**src/hdl/assert_macros.svh**
```systemverilog
// Assertion macros shared by the cluster bound RTL.
// Included by the modules that carry concurrent assertions.
`ifndef ASSERT_MACROS_SVH
`define ASSERT_MACROS_SVH

// clocked assertion, disabled while reset is high
`define CGB_ASSERT_CLK(lbl, clk, rst, prop, msg) \
   lbl: assert property (@(posedge clk) disable iff (rst) prop) else $error(msg);

// clocked assertion that also holds through reset
`define CGB_ASSERT_ALWAYS(lbl, clk, prop, msg) \
   lbl: assert property (@(posedge clk) prop) else $error(msg);

`endif

```
**src/hdl/cgb_pkg.sv**
```systemverilog
// Package for the cluster geometric bound block: widths, codes, constants.
// No dependencies; used by every module of the block.
`default_nettype none

package cgb_pkg;

   localparam int COORD_WIDTH_DEF = 24;
   localparam int KIND_WIDTH      = 2;
   localparam int MIN_DIST_WIDTH  = 16;
   localparam int BOUND_WIDTH     = 48;
   // quotient of 2^48 / D needs 49 bits before saturation
   localparam int DIV_WIDTH       = BOUND_WIDTH + 1;
   localparam int CSR_DATA_WIDTH  = 32;
   localparam int CSR_ADDR_WIDTH  = 3;

   localparam logic [MIN_DIST_WIDTH-1:0] MIN_DIST_RESET = MIN_DIST_WIDTH'(17);

   localparam logic [BOUND_WIDTH-1:0] BOUND_MAX = {BOUND_WIDTH{1'b1}};
   localparam logic [BOUND_WIDTH-1:0] ONE_Q24   = BOUND_WIDTH'(1) << 24;

   // light kinds
   localparam logic [KIND_WIDTH-1:0] KIND_OMNI        = 2'd0;
   localparam logic [KIND_WIDTH-1:0] KIND_ORIENTED    = 2'd1;
   localparam logic [KIND_WIDTH-1:0] KIND_DIRECTIONAL = 2'd2;
   localparam logic [KIND_WIDTH-1:0] KIND_OTHER       = 2'd3;

   // register index, taken from word address bit
   localparam logic CSR_IDX_MIN_DIST = 1'b0;

   // one stage of the reciprocal pipeline
   typedef struct packed {
      logic [KIND_WIDTH-1:0] kind;
      logic [DIV_WIDTH-1:0]  divisor;
      logic [DIV_WIDTH-1:0]  rem;
      logic [DIV_WIDTH-1:0]  quot;
   } cgb_dstage_type;

   // pipeline control handed from the top level
   typedef struct packed {
      logic en;
      logic valid;
   } cgb_ctrl_type;

endpackage

`default_nettype wire

```
**src/hdl/cgb_dist.sv**
```systemverilog
// Front end: clamp point into box, per axis square, sum and raise to minimum.
// Three register stages; depends on cgb_pkg.
`default_nettype none

module cgb_dist #(
   parameter int COORD_WIDTH = cgb_pkg::COORD_WIDTH_DEF
) (
   input  logic                                  clock,
   input  logic                                  reset,
   input  cgb_pkg::cgb_ctrl_type                 ctrl,
   input  logic signed [COORD_WIDTH-1:0]         point_x,
   input  logic signed [COORD_WIDTH-1:0]         point_y,
   input  logic signed [COORD_WIDTH-1:0]         point_z,
   input  logic signed [COORD_WIDTH-1:0]         box_min_x,
   input  logic signed [COORD_WIDTH-1:0]         box_min_y,
   input  logic signed [COORD_WIDTH-1:0]         box_min_z,
   input  logic signed [COORD_WIDTH-1:0]         box_max_x,
   input  logic signed [COORD_WIDTH-1:0]         box_max_y,
   input  logic signed [COORD_WIDTH-1:0]         box_max_z,
   input  logic [cgb_pkg::KIND_WIDTH-1:0]        in_kind,
   input  logic [cgb_pkg::MIN_DIST_WIDTH-1:0]    min_dist_sq,
   output logic                                  out_valid,
   output logic [cgb_pkg::DIV_WIDTH-1:0]         out_divisor,
   output logic [cgb_pkg::KIND_WIDTH-1:0]        out_kind
);
   import cgb_pkg::*;

   localparam int SQ_WIDTH  = 2 * COORD_WIDTH;
   localparam int SUM_WIDTH = SQ_WIDTH + 2;
   localparam int CMP_WIDTH = (SUM_WIDTH > DIV_WIDTH + 1) ? SUM_WIDTH : DIV_WIDTH + 1;
   localparam logic [CMP_WIDTH-1:0] DIV_LIMIT = CMP_WIDTH'(1) << (DIV_WIDTH - 1);

   logic signed [COORD_WIDTH-1:0] pnt [3];
   logic signed [COORD_WIDTH-1:0] lo [3];
   logic signed [COORD_WIDTH-1:0] hi [3];
   logic signed [COORD_WIDTH-1:0] near_pt [3];
   logic signed [COORD_WIDTH:0]   diff [3];
   logic [COORD_WIDTH-1:0]        mag_in [3];
   logic [COORD_WIDTH-1:0]        mag_ff [3];
   logic [SQ_WIDTH-1:0]           sq_in [3];
   logic [SQ_WIDTH-1:0]           sq_ff [3];
   logic [CMP_WIDTH-1:0]          sum_ext;
   logic [CMP_WIDTH-1:0]          raised;
   logic [DIV_WIDTH-1:0]          div_in;
   logic [DIV_WIDTH-1:0]          div_ff;
   logic [2:0]                    vld_ff;
   logic [KIND_WIDTH-1:0]         kind1_ff;
   logic [KIND_WIDTH-1:0]         kind2_ff;
   logic [KIND_WIDTH-1:0]         kind3_ff;

   // stage 1: closest point and distance magnitude per axis
   always_comb begin
      pnt[0] = point_x;
      pnt[1] = point_y;
      pnt[2] = point_z;
      lo[0]  = box_min_x;
      lo[1]  = box_min_y;
      lo[2]  = box_min_z;
      hi[0]  = box_max_x;
      hi[1]  = box_max_y;
      hi[2]  = box_max_z;
      for (int a = 0; a < 3; a++) begin
         // lower bound is checked first; on an inverted box a point below it clamps to it, else to the upper bound
         if (pnt[a] < lo[a]) begin
            near_pt[a] = lo[a];
         end else if (pnt[a] > hi[a]) begin
            near_pt[a] = hi[a];
         end else begin
            near_pt[a] = pnt[a];
         end
         diff[a]   = (COORD_WIDTH+1)'(pnt[a]) - (COORD_WIDTH+1)'(near_pt[a]);
         mag_in[a] = diff[a][COORD_WIDTH] ? COORD_WIDTH'(-diff[a])
                                          : diff[a][COORD_WIDTH-1:0];
      end
   end

   // stage 2: squares
   always_comb begin
      for (int a = 0; a < 3; a++) begin
         sq_in[a] = SQ_WIDTH'(mag_ff[a]) * SQ_WIDTH'(mag_ff[a]);
      end
   end

   // stage 3: sum, raise to minimum, clip to divisor width
   // anything above 2^48 gives a zero quotient, as does all ones
   always_comb begin
      sum_ext = CMP_WIDTH'(sq_ff[0]) + CMP_WIDTH'(sq_ff[1]) + CMP_WIDTH'(sq_ff[2]);
      raised  = (sum_ext < CMP_WIDTH'(min_dist_sq)) ? CMP_WIDTH'(min_dist_sq) : sum_ext;
      div_in  = (raised > DIV_LIMIT) ? {DIV_WIDTH{1'b1}} : raised[DIV_WIDTH-1:0];
   end

   always_ff @(posedge clock) begin
      if (reset) begin
         vld_ff <= '0;
      end else if (ctrl.en) begin
         vld_ff <= {vld_ff[1:0], ctrl.valid};
      end
   end

   always_ff @(posedge clock) begin
      if (ctrl.en) begin
         mag_ff   <= mag_in;
         kind1_ff <= in_kind;
         sq_ff    <= sq_in;
         kind2_ff <= kind1_ff;
         div_ff   <= div_in;
         kind3_ff <= kind2_ff;
      end
   end

   assign out_valid   = vld_ff[2];
   assign out_divisor = div_ff;
   assign out_kind    = kind3_ff;

endmodule

`default_nettype wire

```
**config.mk**
```make
export PLATFORM = sky130hd
export DESIGN_NAME = cgb_dist
export DESIGN_NICKNAME = d
export VERILOG_FILES = /design/src/hdl/assert_macros.svh /design/src/hdl/cgb_pkg.sv /design/src/hdl/cgb_dist.sv
export SDC_FILE = /design/constraint.sdc
export NUM_CORES = 2
export LEC_CHECK = 0
export ABC_AREA = 1
export ABC_CLOCK_PERIOD_IN_PS = 9150
export BUFFER_PORTS_ARGS = -buffer_cell sky130_fd_sc_hd__buf_2
export CORE_MARGIN = 4
export CORE_UTILIZATION = 65
export CTS_CLUSTER_SIZE = 24
export DETAILED_ROUTE_END_ITERATION = 12
export HOLD_SLACK_MARGIN = 0.03
export PLACE_DENSITY = 0.86
export RECOVER_POWER = 25
export SYNTH_ARGS = -nofsm -noshare
export SYNTH_HDL_FRONTEND = slang
export SYNTH_SLANG_ARGS = --single-unit
export TNS_END_PERCENT = 50
```
**constraint.sdc**
```tcl
create_clock -name clock -period 9.15 [get_ports clock]
set_input_delay 0.915 -clock clock [delete_from_list [all_inputs] [get_ports clock]]
set_output_delay 0.915 -clock clock [all_outputs]
set_load 0.02 [all_outputs]
```
==> flow_summary.yaml <==
status:
  run_status: "finished, violations left"
  violations: "max-capacitance violations, max-slew violations"
floorplan:
  die-area_um2: 118300
  die_h_um: 344
  boundaryPins: 290
  start_util_pct: 65.32
  placementRows: 123
  placeableCoreArea_um2: 112300
  die_width_um: 344
critical_path:
  timing.critical_path.required_ps: 9480
  regToRegStartpoint: "mag_ff[3]"
  worst_ep_arrival_time_ps: 8250
  critical_path.startpoint: "mag_ff[3]"
  category_of_the_worst_setup_path_launch_point: "flip-flop"
  crit_path_max_incr_delay_ps: 1110
  endpoint_kind: "flip-flop"
  cp_slowest_cell: "sky130_fd_sc_hd__edfxtp_1"
  crit_fanout: 25
  criticalPathCategory: "reg2reg"
  crit_top_cell: "sky130_fd_sc_hd__fa_1"
sta:
  final_period_minus_worst_setup_slack_ps: 7921
  timing.final.setup_violations: 0
  period_utilization_pct: 86.57
  fin_setup_tns_ps: 0
  timing_worst_slew_pin_value_ps: 3901
  timing.fmax_ghz: 0.1262
  max_slew_margin_pct: -160.1
  rsz0062_at_grt: "false"
  hold_viol_final: 0
  fin_worst_skew_ps: 25.44
  timing_max_transition_violations_final: 128
min_path:
  timing.hold.worst.start: "kind2_ff[1]"
  worstHoldPathType: "reg2reg"
synthesis:
  synth.avg_cell_area_um2: 8.077
  synthFlopType: "sky130_fd_sc_hd__edfxtp_1"
  synth_async_sr_flop_share_pct: 0
  synth.mux.area_fraction_pct: 0
  synth_top_cell_area_share_pct: 35.98
  synth_area_leaders: "sky130_fd_sc_hd__fa_1, sky130_fd_sc_hd__inv_1, sky130_fd_sc_hd__ha_1"
  synth-compound-area-share_pct: 6.177
  synth-edff-count: 268
  largest_family_of_logic_cells_by_synthesized_area: "adder cells"
  yosys_warnings: 0
  postSynthRegisterBits: 271
  synth_fp_nets: 11445
  adder_and_majority_gate_portion_of_the_synthesized_area_pct: 49.67
  synthesis.area_um2: 73380
  synth_top_cell_by_area: "sky130_fd_sc_hd__fa_1"
  syn_inst: 9085
  synthSimpleGateAreaFrac_pct: 14.58
  synth_sequential_area_ratio_pct: 11.05
  leading_post_synthesis_cells_by_instance_count: "sky130_fd_sc_hd__inv_1, sky130_fd_sc_hd__nand2_1, sky130_fd_sc_hd__fa_1"
  synth_xor_area_share_pct: 3.628
  synth_cell_type_count: 50
  cell_with_the_most_instances_after_synthesis: "sky130_fd_sc_hd__inv_1"
global_route:
  grt_antenna_before_repair: 2
  overall_global_routing_resource_usage_pct: 32.23
  globalRoute.totalOverflow: 0
  first_global_vias: 62624
  grt_pass1_wl_mm: 306.0
  grt_start_max_net_pins: 80
cells_and_area:
  multiInputGateArea_um2: 54370
  ant_diodes: 0
  final_net_count: 11634
  fin_area_um2: 77570
  layout.filler_cells: 8737
  regArea_um2: 8108
  area_added_between_synthesis_and_finish_pct: 5.710
  post_layout_nonfiller_instances: 10802
  drive_above_1_share_pct: 5.117
placement:
  port_buffers: 289
  detailedPlacementHpwl_mm: 157.9
  post_placement_cell_area_um2: 76360
  placed_cells_incl_taps: 10735
  final_estimated_routing_congestion_in_global_placement: 0.9742
job:
  cap_violations: 2
detailed_routing:
  drt.antenna.violating_nets: 0
  detail_route.drc_violations: 0
  drtIter0Drc: 4312
  drt_pass1_iterations: 5
  avgRoutedWirePerCell_um: 17.22
  drt-vias-per-instance: 5.429
  detailroute.via_count: 58644
  detail_route.wirelength_mm: 186.1
clock_network:
  cts_buffer_depth: 3
  cts_tree: "built"
  postCtsSetupRepairBufs: 0
  worst_skew_pair.late_latency_ps: 600
  hold_buffers: 0
  cts_max_level: 2
  root_buffer: "sky130_fd_sc_hd__clkbuf_16"
  postCtsResizedCells: 0
  cts_buffers: 37
  cts.sink_count: 271
  clk_pin_slew_worst_paths_ps: 70
## sequential cells by signal (all words and copies together), names as in the netlist
name / cells
kind1_ff: 2
vld_ff: 3
out_kind: 2
mag_ff: 72
sq_ff: 141
kind2_ff: 2
out_divisor: 49
## placed cells by master (no fill, tap or decap), drive strengths merged, types with 22 or more instances in the layout
cell	synthesis	layout
o21bai	22	22
nor2	362	362
o21ai	278	278
a21oi	352	352
a21o	23	23
fa	1319	1319
xnor2	109	109
nand2	2000	2000
ha	803	803
inv	2703	2712
a31oi	35	35
o21a	32	32
clkbuf	179	50
buf	12	329
edfxtp	268	268
xor2	195	195
nand4	47	47
nor3	59	59
nand3	154	154
## critical path, delay by kind of cell, from the launching register on
family / cells / cell delay, ps
fa+ha+maj: 8 / 3920
compound gates: 8 / 1610
flops: 1 / 1110
simple gates: 5 / 580
buf+inv: 6 / 340
xor+xnor: 1 / 90
## logic make-up after synthesis
group | Yosys count
compound gates | 816
xor+xnor | 304
fa+ha+maj | 2122
buf+inv | 2897
flops | 271
other cells | 1
simple gates | 2674
## final timing paths
check	endpoint	slack [ps]	cells after the start
hold reg to reg	out_kind[1]	430	0
setup / recovery	sq_ff[45]	1230	28
hold / removal	out_kind[1]	430	0
setup reg to reg	sq_ff[45]	1230	28
## layout make-up
class,count,area share [%]
clock buffer,38,1.198
clock inverter,29,0.4065
inverter,2706,13.09
multi-input combinational,5917,70.08
sequential,271,10.45
tap,1500,2.419
timing repair buffer,341,2.345
## per-stage QoR
stage	hold WS [ps]	utilization [%]	setup WS [ps]
after floorplan	400.3	-	2417
after global placement	410.5	67.97	1584
after detailed placement	413.9	67.97	1382
after CTS	439.3	69.07	1352
after global routing	447.7	69.05	773.7
final	431.8	69.05	1229
## layer usage
layer	track usage, %	vias up	wire (µm)
li1	-	27257	-
met2	55.31	2512	90510
met1	40.71	28274	71120
met3	5.348	599	15390
met5	0	-	13
met4	13.46	2	9017
Power is not shown: default switching activity piles up to over one toggle a cycle in this logic, so the estimate is an artifact.
